**src/design/rlqr_pkg.sv**
```systemverilog
// Package: shared widths, register indexes, sequencer states and config struct.
`timescale 1ns / 1ps
`default_nettype none
package rlqr_pkg;

	localparam int VALUE_W    = 32;
	localparam int BUDGET_W   = 21;
	localparam int LCOUNT_W   = 3;
	localparam int CFG_IDX_W  = 3;
	localparam int CFG_DATA_W = 32;

	typedef enum logic [CFG_IDX_W-1:0] {
		REG_LIMIT_COUNT,
		REG_OUTPUT_BUDGET,
		REG_LIMIT_ZERO,
		REG_LIMIT_ONE,
		REG_LIMIT_TWO,
		REG_LIMIT_THREE,
		REG_LIMIT_FOUR,
		REG_LIMIT_FIVE
	} rlqr_reg_t;

	typedef enum logic [2:0] {
		ST_IDLE,
		ST_SCAN,
		ST_EMIT,
		ST_POST,
		ST_COUNT
	} rlqr_state_t;

	typedef struct packed {
		logic [LCOUNT_W-1:0] used;
		logic [BUDGET_W-1:0] budget;
	} rlqr_cfg_t;

endpackage
`default_nettype wire

```
**src/design/rlqr_cfg_regs.sv**
```systemverilog
// Configuration register file: limit count, output budget and the limit table.
`timescale 1ns / 1ps
`default_nettype none
module rlqr_cfg_regs
	import rlqr_pkg::*;
#(
	parameter int MAX_LIMITS = 6,
	localparam int IDX_W = (MAX_LIMITS > 1) ? $clog2(MAX_LIMITS) : 1
) (
	input  wire logic                  clk,
	input  wire logic                  arst_n,
	input  wire logic                  cfg_we,
	input  wire logic [CFG_IDX_W-1:0]  cfg_index,
	input  wire logic [CFG_DATA_W-1:0] cfg_data,
	input  wire logic [IDX_W-1:0]      rd_idx,
	output rlqr_cfg_t                  cfg,
	output logic [VALUE_W-1:0]         rd_limit
);

	logic [LCOUNT_W-1:0] limit_count_q;
	logic [BUDGET_W-1:0] budget_q;
	logic [VALUE_W-1:0]  limit_q [MAX_LIMITS];

	always_ff @(posedge clk or negedge arst_n) begin
		if (!arst_n) begin
			limit_count_q <= '0;
			budget_q      <= '0;
			for (int j = 0; j < MAX_LIMITS; j++) begin
				limit_q[j] <= '0;
			end
		end else if (cfg_we) begin
			unique case (cfg_index)
				REG_LIMIT_COUNT: begin
					limit_count_q <= cfg_data[LCOUNT_W-1:0];
				end
				REG_OUTPUT_BUDGET: begin
					budget_q <= cfg_data[BUDGET_W-1:0];
				end
				default: begin
					for (int j = 0; j < MAX_LIMITS; j++) begin
						if (cfg_index == CFG_IDX_W'(REG_LIMIT_ZERO) + CFG_IDX_W'(j)) begin
							limit_q[j] <= cfg_data[VALUE_W-1:0];
						end
					end
				end
			endcase
		end
	end

	// clamp the limit count to the table depth
	always_comb begin
		cfg.budget = budget_q;
		if (limit_count_q > LCOUNT_W'(MAX_LIMITS)) begin
			cfg.used = LCOUNT_W'(MAX_LIMITS);
		end else begin
			cfg.used = limit_count_q;
		end
	end

	assign rd_limit = limit_q[rd_idx];

endmodule
`default_nettype wire

```
**src/design/run_length_quantized_repeat_unit.sv**
```systemverilog
// Top level: run length quantizer with a one-compare-per-cycle limit scan.
//
// Usage: a frame of samples enters on in_valid/in_ready, one sample per
// request, with frame_last set on the frame's final sample. Each finished
// run becomes zero to MAX_LIMITS copies of its value on the output channel,
// cut short by the frame's output budget; after the final sample a count
// record (is_count high) carries the frame's total copy count. last_of_item
// marks the final result caused by one input request.
// Sequence: a sample that extends the current run or opens a frame,
// and is not the final sample, leaves the sequencer idle. A run end
// passes through accept, a limit scan with one compare per limit met
// plus one for the first limit missed or the table end (at most used+1,
// used = clamped limit count) through the single shared comparator, the
// copies and the load of the new run. A final sample then scans its own
// run, sends its copies, then a turnaround state and the count record.
// in_ready is high only while the sequencer is idle.
// A stalled receiver holds the sequencer in place; results wait unchanged.
// Reset clears the run state, frame flag and all configuration registers.
// Configuration must be written only while the block is idle; not enforced.
`timescale 1ns / 1ps
`default_nettype none
module run_length_quantized_repeat_unit
	import rlqr_pkg::*;
#(
	parameter int MAX_LIMITS = 6
) (
	input  wire logic                  clk,
	input  wire logic                  arst_n,
	input  wire logic                  cfg_we,
	input  wire logic [CFG_IDX_W-1:0]  cfg_index,
	input  wire logic [CFG_DATA_W-1:0] cfg_data,
	input  wire logic                  in_valid,
	output logic                       in_ready,
	input  wire logic [VALUE_W-1:0]    sample,
	input  wire logic                  frame_last,
	output logic                       out_valid,
	input  wire logic                  out_ready,
	output logic [VALUE_W-1:0]         out_value,
	output logic                       is_count,
	output logic                       last_of_item
);

	localparam int IDX_W = (MAX_LIMITS > 1) ? $clog2(MAX_LIMITS) : 1;
	localparam int CNT_W = $clog2(MAX_LIMITS + 1);

	rlqr_state_t state_q, state_d;

	logic [VALUE_W-1:0]  run_value_q;
	logic [VALUE_W-1:0]  run_length_q;
	logic [BUDGET_W-1:0] emitted_q;
	logic                in_frame_q;
	logic [VALUE_W-1:0]  sample_q;
	logic                last_q;
	logic                second_q;
	logic [CNT_W-1:0]    idx_q;
	logic [CNT_W-1:0]    copies_q;
	logic [CNT_W-1:0]    left_q;

	rlqr_cfg_t          cfg;
	logic [VALUE_W-1:0] rd_limit;
	logic [CNT_W-1:0]   used;
	logic               hit;
	logic [BUDGET_W-1:0] space;
	logic [CNT_W-1:0]   final_copies;
	logic               in_acc;
	logic               out_acc;
	logic               differ;

	rlqr_cfg_regs #(
		.MAX_LIMITS(MAX_LIMITS)
	) u_cfg (
		.clk      (clk),
		.arst_n   (arst_n),
		.cfg_we   (cfg_we),
		.cfg_index(cfg_index),
		.cfg_data (cfg_data),
		.rd_idx   (idx_q[IDX_W-1:0]),
		.cfg      (cfg),
		.rd_limit (rd_limit)
	);

	assign used    = cfg.used[CNT_W-1:0];
	assign hit     = (idx_q < used) && (rd_limit <= run_length_q);
	assign space   = (cfg.budget > emitted_q) ? cfg.budget - emitted_q : '0;
	assign final_copies = (space < BUDGET_W'(copies_q)) ? space[CNT_W-1:0] : copies_q;
	assign in_acc  = in_valid && in_ready;
	assign out_acc = out_valid && out_ready;
	assign differ  = in_frame_q && (sample != run_value_q);

	always_ff @(posedge clk or negedge arst_n) begin
		if (!arst_n) begin
			state_q <= ST_IDLE;
		end else begin
			state_q <= state_d;
		end
	end

	always_comb begin
		state_d      = state_q;
		in_ready     = 1'b0;
		out_valid    = 1'b0;
		out_value    = run_value_q;
		is_count     = 1'b0;
		last_of_item = 1'b0;
		unique case (state_q)
			ST_IDLE: begin
				in_ready = 1'b1;
				if (in_valid) begin
					if (differ || frame_last) begin
						state_d = ST_SCAN;
					end
				end
			end
			ST_SCAN: begin
				if (!hit) begin
					state_d = (final_copies != '0) ? ST_EMIT : ST_POST;
				end
			end
			ST_EMIT: begin
				out_valid    = 1'b1;
				last_of_item = (left_q == CNT_W'(1)) && !second_q && !last_q;
				if (out_ready && left_q == CNT_W'(1)) begin
					state_d = ST_POST;
				end
			end
			ST_POST: begin
				if (second_q) begin
					state_d = ST_COUNT;
				end else if (last_q) begin
					state_d = ST_SCAN;
				end else begin
					state_d = ST_IDLE;
				end
			end
			ST_COUNT: begin
				out_valid    = 1'b1;
				out_value    = VALUE_W'(emitted_q);
				is_count     = 1'b1;
				last_of_item = 1'b1;
				if (out_ready) begin
					state_d = ST_IDLE;
				end
			end
			default: begin
				state_d = ST_IDLE;
			end
		endcase
	end

	always_ff @(posedge clk or negedge arst_n) begin
		if (!arst_n) begin
			run_value_q  <= '0;
			run_length_q <= '0;
			emitted_q    <= '0;
			in_frame_q   <= 1'b0;
			last_q       <= 1'b0;
			second_q     <= 1'b0;
			idx_q        <= '0;
			copies_q     <= '0;
			left_q       <= '0;
		end else begin
			unique case (state_q)
				ST_IDLE: begin
					if (in_acc) begin
						last_q   <= frame_last;
						idx_q    <= '0;
						copies_q <= '0;
						second_q <= !differ;
						if (!in_frame_q) begin
							run_value_q  <= sample;
							run_length_q <= VALUE_W'(1);
							emitted_q    <= '0;
							in_frame_q   <= 1'b1;
						end else if (!differ) begin
							if (run_length_q != '1) begin
								run_length_q <= run_length_q + VALUE_W'(1);
							end
						end
					end
				end
				ST_SCAN: begin
					if (hit) begin
						idx_q    <= idx_q + CNT_W'(1);
						copies_q <= idx_q + CNT_W'(1);
					end else begin
						left_q <= final_copies;
					end
				end
				ST_EMIT: begin
					if (out_ready) begin
						emitted_q <= emitted_q + BUDGET_W'(1);
						left_q    <= left_q - CNT_W'(1);
					end
				end
				ST_POST: begin
					if (!second_q) begin
						run_value_q  <= sample_q;
						run_length_q <= VALUE_W'(1);
						second_q     <= 1'b1;
						idx_q        <= '0;
						copies_q     <= '0;
					end
				end
				ST_COUNT: begin
					if (out_ready) begin
						in_frame_q <= 1'b0;
					end
				end
				default: begin
				end
			endcase
		end
	end

	// hold the new sample until the old run is flushed
	always_ff @(posedge clk) begin
		if (in_acc) begin
			sample_q <= sample;
		end
	end

	a_emit_has_copies: assert property (@(posedge clk) disable iff (!arst_n)
		state_q == ST_EMIT |-> left_q != '0)
		else $error("emit state with no copies left");

	a_copies_bounded: assert property (@(posedge clk) disable iff (!arst_n)
		copies_q <= CNT_W'(MAX_LIMITS))
		else $error("copy count above table depth");

	a_copy_counts: assert property (@(posedge clk) disable iff (!arst_n)
		out_acc && !is_count |=> emitted_q == $past(emitted_q) + BUDGET_W'(1))
		else $error("copy delivered without count advance");

	a_count_closes_frame: assert property (@(posedge clk) disable iff (!arst_n)
		out_acc && is_count |=> !in_frame_q && state_q == ST_IDLE)
		else $error("count record did not close the frame");

	a_busy_not_ready: assert property (@(posedge clk) disable iff (!arst_n)
		out_valid |-> !in_ready)
		else $error("input ready while a result is pending");

endmodule
`default_nettype wire

```
**config.mk**
```make
export PLATFORM = sky130hd
export DESIGN_NAME = run_length_quantized_repeat_unit
export DESIGN_NICKNAME = d
export VERILOG_FILES = /design/src/design/rlqr_pkg.sv /design/src/design/rlqr_cfg_regs.sv /design/src/design/run_length_quantized_repeat_unit.sv
export SDC_FILE = /design/constraint.sdc
export NUM_CORES = 1
export LEC_CHECK = 0
export ABC_CLOCK_PERIOD_IN_PS = 4500
export BUFFER_PORTS_ARGS = -buffer_cell sky130_fd_sc_hd__clkbuf_2
export CORE_MARGIN = 5
export CORE_UTILIZATION = 25
export CTS_CLUSTER_SIZE = 30
export DETAILED_ROUTE_END_ITERATION = 12
export PLACE_DENSITY = 0.41
export REMOVE_ABC_BUFFERS = 1
export SLEW_MARGIN = 0
export SYNTH_ARGS = -nofsm -noshare
export SYNTH_HDL_FRONTEND = slang
export SYNTH_HIERARCHICAL = 1
export SYNTH_SLANG_ARGS = --single-unit
```
**constraint.sdc**
```tcl
create_clock -name clk -period 4.5 [get_ports clk]
set_clock_uncertainty 0.2 [all_clocks]
set_input_delay 0.9 -clock clk [delete_from_list [all_inputs] [get_ports clk]]
set_output_delay 0.9 -clock clk [all_outputs]
set_load 0.01 [all_outputs]
```
==> results of run 1 <==
[worst max-delay path, cell delays in order (launching register included)]
cell	delay [ns]
dfrtp_1	0.39
inv_2	0.09
ha_4	0.21
a2111oi_4	0.37
o21ai_1	0.10
and4b_1	0.21
a2111oi_4	0.41
a21oi_4	0.11
inv_2	0.07
nor2_2	0.05
ha_4	0.23
a21oi_2	0.15
o21ai_2	0.08
or4_4	0.51
nor4_2	0.14
nand4_1	0.17
or4_4	0.59
o211ai_1	0.20
a31oi_1	0.10
[sequential cells by signal (all words and copies together) (netlist names)]
name                 flops
copies_q                 3
emitted_q               21
in_frame_q               1
last_q                   1
left_q                   3
run_length_q            32
run_value_q             32
sample_q                32
second_q                 1
state_q                  3
u_cfg/budget_q          21
u_cfg/limit_count_q      3
u_cfg/limit_q          192
[repair_timing]
item,in CTS,in global routing
setup endpoints to repair,8,7
setup buffers,2,4
pin swaps,14,20
gates resized for setup,26,19
[per-layer routing]
metal  track usage  up-vias
li1              -     6296
met1         0.190     6575
met2         0.222      263
met3        0.0226       84
met4        0.0374        2
met5             0        -
[cells by family after synthesis]
family / after synthesis / share of synthesized area
adders and majority gates: 63 / 0.0431
and+or+nand+nor: 389 / 0.105
buffers and inverters: 149 / 0.0347
xor gates and xnor gates: 79 / 0.0375
AOI/OAI and AO/OA: 225 / 0.0827
muxes: 371 / 0.220
DFF: 345 / 0.477
[how the worst min path moves through the flow]
stage                                    from  cells past startpoint  slack [ns]                        endpoint
6_report                               arst_n                      1        0.09     run_value_q[26]$_DFFE_PN0P_
5_1_grt                                arst_n                      1        0.13     run_value_q[26]$_DFFE_PN0P_
4_1_cts                                arst_n                      1        0.11     run_value_q[26]$_DFFE_PN0P_
3_5_place_dp   u_cfg/limit_q[177]$_DFFE_PN0P_                      1        0.28  u_cfg/limit_q[177]$_DFFE_PN0P_
3_3_place_gp   u_cfg/limit_q[178]$_DFFE_PN0P_                      1        0.26  u_cfg/limit_q[178]$_DFFE_PN0P_
2_1_floorplan   u_cfg/limit_q[98]$_DFFE_PN0P_                      1        0.25   u_cfg/limit_q[98]$_DFFE_PN0P_
[report_power, final]
part	switching (uW)	internal (uW)	leakage (uW)
combinational	3550	3180	0.00484
clock	1390	1990	0.000655
sequential	515	3990	0.00415
[area by class of cell]
| type | count | area, um^2 | area share |
|---|---|---|---|
| multi-input cells | 1127 | 9280 | 0.409 |
| flip-flops and latches | 345 | 8800 | 0.388 |
| repair buffers | 256 | 1770 | 0.0783 |
| well taps | 959 | 1200 | 0.0529 |
| clock buffers | 60 | 1170 | 0.0516 |
| inverters | 69 | 259 | 0.0114 |
| clock inverters | 12 | 183 | 0.00806 |
| diodes | 3 | 7.51 | 0.000331 |
[metrics by stage]
step / instances / total power (uW) / TNS (ns) / hold WS [ns] / worst slack, ns
3_5_place_dp: 2751 / 11000 / -2.38 / 0.277 / -0.571
2_1_floorplan: 1541 / 8440 / -9.64 / 0.252 / -1.20
4_1_cts: 2824 / 14700 / -0.541 / 0.106 / -0.156
6_report: 2831 / 14600 / -0.0493 / 0.0942 / -0.0156
5_1_grt: 2828 / 15700 / -0.997 / 0.128 / -0.285
3_3_place_gp: 2751 / 11000 / -2.00 / 0.264 / -0.467
[synth_stat cells (32+ instances only)]
| cell type | instances |
|---|---|
| dfrtp_1 | 313 |
| mux2_2 | 270 |
| nand2_1 | 119 |
| mux2i_1 | 98 |
| nor2_1 | 83 |
| xnor2_1 | 76 |
| inv_1 | 68 |
| o21ai_0 | 65 |
| ha_1 | 62 |
| a21oi_1 | 41 |
| clkbuf_1 | 37 |
| nand4_1 | 33 |
| edfxtp_1 | 32 |
| nand3_1 | 32 |
| o221ai_1 | 32 |
==> flow_summary.json, run 1 <==
{
  "drc": 0,
  "grt_pass1_vias": 14100,
  "cts_buffers": 43,
  "yosys.area.top_type": "dfrtp_1",
  "grt_max_degree": 98,
  "design.die.area_um2": 79300,
  "slew_viol_final": 0,
  "async_flop_share": 0.907,
  "cp.required_ns": 4.73,
  "r2r-start": "emitted_q[16]$_DFFE_PN0P_",
  "ys_ff_latch": 345,
  "rrSetupSlack_ns": -0.02,
  "yosysSeqAreaShare": 0.477,
  "p_per_area_nw_per_um2": 644,
  "fin_ws_ns": -0.0156,
  "syn_area_um2": 18400,
  "postLayoutCellArea_um2": 22700,
  "synth_edf_count": 32,
  "cp_data_arrival_time_ns": 4.75,
  "grt_overflow": 0,
  "io_buffers": 108,
  "endpoint": "left_q[2]$_DFFE_PN0P_",
  "fp.dieH_um": 282,
  "max_freq_mhz": 221,
  "tritoncts": "done",
  "ys_dominant_reg_cell": "dfrtp_1",
  "yosysWarningCount": 6,
  "avgSynthCellArea_um2": 11.4,
  "cts.sinks": 345,
  "max-clock-path-buffers": 3,
  "first_iter_violations": 826,
  "rsz0062_at_grt": "yes",
  "layout_commonest_cell": "dfrtp_1",
  "synth_area_leaders": "dfrtp_1, mux2_2, mux2i_1, edfxtp_1, ha_1",
  "cts_root_buf": "clkbuf_16",
  "final.min_clock_period_ns": 4.52,
  "io_pins": 109,
  "post-route-util": 0.310,
  "hold_viol": 0,
  "wl_um": 54600,
  "grt_pass1_wl_um": 84900,
  "ant_nets": 0,
  "ir_drop_uv": 265,
  "cp-startpoint": "emitted_q[16]$_DFFE_PN0P_",
  "routedWlPerCell_um": 19.3,
  "violations": "setup timing",
  "period_share": 1.00,
  "rows": 99,
  "syn_inst": 1621,
  "final_cell_mix": "dfrtp_1, mux2_2, buf_4, nand2_1, clkbuf_2",
  "route.top_layer_used": "met5",
  "core_area_um2": 73100,
  "met1_length_um": 25900,
  "synthDistinctLibCells": 72,
  "grt_usage": 0.137,
  "status": "finished with violations",
  "start_util": 0.252,
  "clk_pin_slew_worst_paths_ns": 0.06,
  "globalplace.congestion": 0.848,
  "dp_hpwl_um": 38900,
  "power_leakage_uw": 0.00965,
  "wl_met2_um": 24900,
  "min_path_type": "input port to asynchronous set/reset pin",
  "cts-hold-fix-buffers": 0,
  "viasPerCell": 4.67,
  "drv_cap": 0,
  "max_slew.worst_pin.slew_ns": 0.839,
  "drive_gt1_frac": 0.342,
  "cp_max_fo": 4,
  "fillers": 7516,
  "yosysTopAreaCellShare": 0.425,
  "worstReg2RegEnd": "left_q[2]$_DFFE_PN0P_",
  "met3_length_um": 2300,
  "vias": 13200,
  "syn2layout_area_growth_pct": 22.9,
  "r2r.worst_path.cells": 18,
  "endpoint_kind": "register",
  "placed_cell_area_um2": 21000,
  "nNetsFinal": 1978,
  "htreeDepth": 2,
  "start_kind": "register",
  "insertion_delay_ns": 0.58,
  "worstSetupPathType": "register to register",
  "slew_headroom": 0.426,
  "setup_violations": 4,
  "dr.pass1.iters": 5,
  "grt_antenna_before_repair": 5,
  "die_w_um": 282
}
(Power assumes the default switching activity.)
==> inputs of run 2 (changes only) <==
CTS_BUF_LIST = sky130_fd_sc_hd__clkbuf_2 sky130_fd_sc_hd__clkbuf_4 sky130_fd_sc_hd__clkbuf_8   (was unset)
==> flow_summary.json, run 2 (synthesis results as in run 1) <==
{
  "p_seq_frac": 0.311,
  "cts.sinks": 345,
  "post-route-util": 0.311,
  "max_freq_mhz": 224,
  "hold_viol": 0,
  "min_path_type": "input port to asynchronous set/reset pin",
  "start_util": 0.252,
  "first_iter_violations": 795,
  "syn2layout_area_growth_pct": 23.1,
  "place_ws_ns": -0.571,
  "ant_nets": 0,
  "endpoint_kind": "register",
  "die_w_um": 282,
  "grt_max_degree": 98,
  "io_pins": 109,
  "p_int_uw": 8960,
  "layout_commonest_cell": "dfrtp_1",
  "dr.pass1.iters": 5,
  "power_leakage_uw": 0.00976,
  "fin_ws_ns": 0.0321,
  "status": "finished clean",
  "dp_hpwl_um": 38900,
  "core_area_um2": 73100,
  "cp_data_arrival_time_ns": 4.74,
  "fp.dieH_um": 282,
  "io_buffers": 108,
  "rows": 99,
  "max_flop_register": "u_cfg/limit_q",
  "cp.required_ns": 4.77,
  "drive_gt1_frac": 0.367,
  "rrSetupSlack_ns": 0.03,
  "routedWlPerCell_um": 19.1,
  "slew_headroom": 0.452,
  "tritoncts": "done",
  "clk_pin_slew_worst_paths_ns": 0.06,
  "period_share": 0.993,
  "worstReg2RegEnd": "left_q[0]$_DFFE_PN0P_",
  "final_cell_mix": "dfrtp_1, mux2_2, buf_4, nand2_1, clkbuf_2",
  "slew_viol_final": 0,
  "drv_cap": 0,
  "insertion_delay_ns": 0.67,
  "grt_overflow": 0,
  "viasPerCell": 4.65,
  "largest_reg_flops": 192,
  "r2r.worst_path.cells": 19,
  "cts_root_buf": "clkbuf_8",
  "p_comb_frac": 0.464,
  "cts_buffers": 68,
  "wl_um": 55200,
  "grt_pass1_wl_um": 85900,
  "drc": 0,
  "switchingPower_uw": 5500,
  "htreeDepth": 3,
  "fillers": 7565,
  "grt_usage": 0.139,
  "globalplace.congestion": 0.848,
  "rsz0062_at_grt": "yes",
  "final.min_clock_period_ns": 4.47,
  "design.die.area_um2": 79300,
  "p_clk_frac": 0.224,
  "setup-tns-final_ns": 0,
  "nNetsFinal": 2011,
  "worstSetupPathType": "register to register",
  "grt_pass1_vias": 14400,
  "r2r-start": "u_cfg/budget_q[10]$_DFFE_PN0P_",
  "ir_drop_uv": 223,
  "max_slew.worst_pin.slew_ns": 0.815,
  "start_kind": "register",
  "max-clock-path-buffers": 3,
  "grt_antenna_before_repair": 5,
  "vias": 13400,
  "cp_max_fo": 4,
  "setup_violations": 0,
  "swShare": 0.381,
  "p_per_area_nw_per_um2": 637
}
-- run 2: changes by cell type in the layout (fill, tap and decap cells not counted), moves of 5 or more --
cell	change
clkinv_2	+5
clkbuf_4	+23
buf_4	+8
clkbuf_1	-14
clkbuf_8	+74
clkbuf_16	-43
-- run 2: layout make-up --
| class | instances | area (um^2) | share of cell area |
|---|---|---|---|
| flip-flops and latches | 345 | 8800 | 0.387 |
| multi-input cells | 1127 | 9240 | 0.407 |
| diodes | 3 | 7.51 | 0.000331 |
| clock inverters | 18 | 139 | 0.00612 |
| clock buffers | 100 | 1230 | 0.0543 |
| repair buffers | 264 | 1830 | 0.0808 |
| inverters | 69 | 259 | 0.0114 |
| well taps | 959 | 1200 | 0.0528 |
-- run 2: routing by layer --
metal,share of wire,GRT usage,up-vias
li1,-,-,6379
met1,0.48,0.193,6658
met2,0.45,0.222,270
met3,0.043,0.0261,97
met4,0.028,0.0432,2
met5,0.00036,0,-
-- run 2: how the worst max path moves through the flow --
| stage | start | endpoint | cells after the start |
|---|---|---|---|
| 2_1_floorplan | copies_q[1]$_DFFE_PN0P_ | copies_q[2]$_DFFE_PN0P_ | 12 |
| 3_3_place_gp | emitted_q[16]$_DFFE_PN0P_ | left_q[2]$_DFFE_PN0P_ | 19 |
| 3_5_place_dp | emitted_q[16]$_DFFE_PN0P_ | left_q[1]$_DFFE_PN0P_ | 21 |
| 4_1_cts | emitted_q[16]$_DFFE_PN0P_ | left_q[2]$_DFFE_PN0P_ | 18 |
| 5_1_grt | emitted_q[16]$_DFFE_PN0P_ | left_q[2]$_DFFE_PN0P_ | 19 |
| 6_report | u_cfg/budget_q[10]$_DFFE_PN0P_ | left_q[0]$_DFFE_PN0P_ | 19 |
-- run 2: power by group through the flow --
stage	Sequential, uW	Clock [uW]	Combinational (uW)
after floorplan	4530	0	3910
after global placement	4520	0	6460
after detailed placement	4560	0	6490
after CTS	4510	3400	6640
after global routing	4610	3530	7470
final	4510	3250	6710
-- run 2: what timing repair did --
action / 4_1_cts / 5_1_grt
hold endpoints to repair: 0 / 0
gates resized for setup: 27 / 15
endpoints found under the setup margin: 7 / 7
hold buffers: 0 / 0
setup buffers: 2 / 12
pin swaps: 14 / 17
-- run 2: metrics by stage --
stage | hold slack [ns] | total power, uW | area [um^2] | std cells
after floorplan | 0.252 | 8440 | 18100 | 1541
after global placement | 0.264 | 11000 | 21000 | 2751
after detailed placement | 0.277 | 11000 | 21000 | 2751
after CTS | 0.00238 | 14600 | 22500 | 2870
after global routing | 0.0481 | 15600 | 22700 | 2882
final | 0.0400 | 14500 | 22700 | 2885
-- run 2: critical path, cell delays in order (launching register included) --
cell	delay, ns
dfrtp_1	0.41
ha_4	0.28
a21oi_2	0.05
nand3b_1	0.20
a2111oi_2	0.32
buf_4	0.17
a2111oi_4	0.03
buf_4	0.17
a21oi_4	0.15
inv_2	0.07
nor2_4	0.10
ha_4	0.21
a21oi_2	0.12
o21ai_2	0.08
or4_4	0.51
nor4_2	0.14
nand4_1	0.17
or4_4	0.59
o2111ai_2	0.20
o211ai_1	0.11
==> inputs of run 3 (changes only) <==
CORE_UTILIZATION = 57   (was 25)
PLACE_DENSITY = 0.78   (was 0.41)
SETUP_SLACK_MARGIN = 0.4   (was unset)
==> flow_summary.json, run 3 (synthesis results as in run 1) <==
{
  "grt_usage": 0.259,
  "min_path_type": "input port to asynchronous set/reset pin",
  "cp_data_arrival_time_ns": 4.73,
  "multiInputGateArea_um2": 9390,
  "max_slew.worst_pin.slew_ns": 0.878,
  "worstSetupPathType": "register to register",
  "grt_overflow": 0,
  "largest_reg_flops": 192,
  "fillers": 2301,
  "fin_hold_ws_ns": 0.162,
  "fin_cells": 2299,
  "rows": 65,
  "clk_pin_slew_worst_paths_ns": 0.06,
  "final_cell_mix": "dfrtp_1, mux2_2, buf_4, nand2_1, clkbuf_2",
  "cts_root_buf": "clkbuf_8",
  "crit_slowest_cell": "or4_4",
  "tritoncts": "done",
  "placedCellCount": 2174,
  "slowest_delay_ns": 0.59,
  "start_util": 0.582,
  "core_area_um2": 31700,
  "die_w_um": 190,
  "drive_gt1_frac": 0.366,
  "max-clock-path-buffers": 3,
  "slew_headroom": 0.414,
  "hold_viol": 0,
  "grt_pass1_wl_um": 75200,
  "layout_commonest_cell": "dfrtp_1",
  "max_freq_mhz": 224,
  "drv_cap": 0,
  "rrSetupSlack_ns": 0.03,
  "worst-path-buf-inv": 2,
  "io_buffers": 108,
  "viasPerCell": 5.95,
  "ff_latch_area_um2": 8800,
  "dp_hpwl_um": 32400,
  "max_flop_register": "u_cfg/limit_q",
  "setup-tns-final_ns": 0,
  "p_clk_frac": 0.199,
  "endpoint_kind": "register",
  "grt_max_degree": 105,
  "setup_violations": 0,
  "wl_um": 47300,
  "fp.dieH_um": 190,
  "slew_viol_final": 0,
  "p_per_area_nw_per_um2": 661,
  "period_share": 0.994,
  "swShare": 0.373,
  "r2r.worst_path.cells": 18,
  "start_kind": "register",
  "vias": 13700,
  "syn2layout_area_growth_pct": 19.2,
  "routedWlPerCell_um": 20.6,
  "dr.pass1.iters": 5,
  "worstReg2RegEnd": "left_q[2]$_DFFE_PN0P_",
  "final.min_clock_period_ns": 4.47,
  "nNetsFinal": 1990,
  "cts.sinks": 345,
  "io_pins": 109,
  "status": "finished clean",
  "power_leakage_uw": 0.00967,
  "cts_buffers": 55,
  "ir_drop_uv": 275,
  "timing.critical_path.max_delay_family": "simple AND/OR/NAND/NOR gates",
  "drc": 0,
  "r2r-start": "emitted_q[16]$_DFFE_PN0P_",
  "diodes": 0,
  "globalplace.congestion": 0.943,
  "cts-hold-fix-buffers": 0,
  "rsz0062_at_grt": "yes",
  "first_iter_violations": 875,
  "p_comb_frac": 0.491,
  "htreeDepth": 2,
  "cp.required_ns": 4.76,
  "ant_nets": 0,
  "p_int_uw": 9130,
  "design.die.area_um2": 36100,
  "grt_antenna_before_repair": 2,
  "cp_max_fo": 4,
  "cp_cell_sequence": "inv_2 -> ha_4 -> a2111oi_4 -> o21ai_1 -> and4b_1 -> a2111oi_4 -> a21oi_2 -> inv_2 -> nor2_4 -> ha_4 -> a21oi_2 -> o21ai_2 -> or4_4 -> nor4_4 -> nand4_1 -> or4_4 -> o211ai_1 -> a31oi_1",
  "p_seq_frac": 0.311,
  "insertion_delay_ns": 0.61,
  "grt_pass1_vias": 14100,
  "switchingPower_uw": 5420
}
[run 3: changes by cell type in the layout (fill, tap and decap cells not counted), sizes merged]
cell    delta
buf        -9
clkinv     -8
clkbuf     -7
inv        -4
diode      -3
bufbuf     +1
bufinv     +1
[run 3: stage by stage]
step	total power, uW	instance area, um^2	utilization	setup slack, ns
after global placement	10500	20200	0.636	-0.261
final	14500	22000	0.694	0.0292
after floorplan	8440	18100	-	-1.20
after global routing	15500	22000	0.694	-0.150
after detailed placement	10700	20200	0.636	-0.375
after CTS	14300	21900	0.689	-0.0223
[run 3: cell type report]
cell class,count,share of cell area
clock buffers,93,0.0525
clock inverters,7,0.00307
inverters,69,0.0118
multi-input cells,1127,0.427
flip-flops and latches,345,0.400
well taps,402,0.0229
repair buffers,256,0.0829
[run 3: power groups by stage]
stage	logic, uW	clock network, uW	registers, uW
floorplan	3910	0	4530
global placement	6010	0	4500
detailed placement	6140	0	4560
CTS	6780	2970	4510
global route	7750	3100	4610
finish	7140	2890	4520
[run 3: metal layers]
layer | vias to the layer above | track usage | part of all wire
met5 | - | 0 | 0
met4 | 0 | 0.0785 | 0.028
met3 | 99 | 0.0431 | 0.060
met2 | 385 | 0.420 | 0.46
met1 | 6882 | 0.362 | 0.45
li1 | 6319 | - | -
[run 3: worst max path at each step]
stage	from	to	slack (ns)	cells after the start
floorplan	copies_q[1]$_DFFE_PN0P_	copies_q[2]$_DFFE_PN0P_	-1.20	12
detailed placement	emitted_q[16]$_DFFE_PN0P_	left_q[2]$_DFFE_PN0P_	-0.38	18
global placement	emitted_q[16]$_DFFE_PN0P_	left_q[2]$_DFFE_PN0P_	-0.26	18
finish	emitted_q[16]$_DFFE_PN0P_	left_q[2]$_DFFE_PN0P_	0.03	18
global route	emitted_q[16]$_DFFE_PN0P_	left_q[1]$_DFFE_PN0P_	-0.15	18
CTS	u_cfg/budget_q[10]$_DFFE_PN0P_	left_q[2]$_DFFE_PN0P_	-0.02	18
[run 3: timing repair]
item                                    in CTS  in global routing
cloned                                       1                  0
endpoints found under the setup margin       8                  8
setup buffers                               23                  1
gates resized for setup                     56                 28
pin swaps                                   23                 13
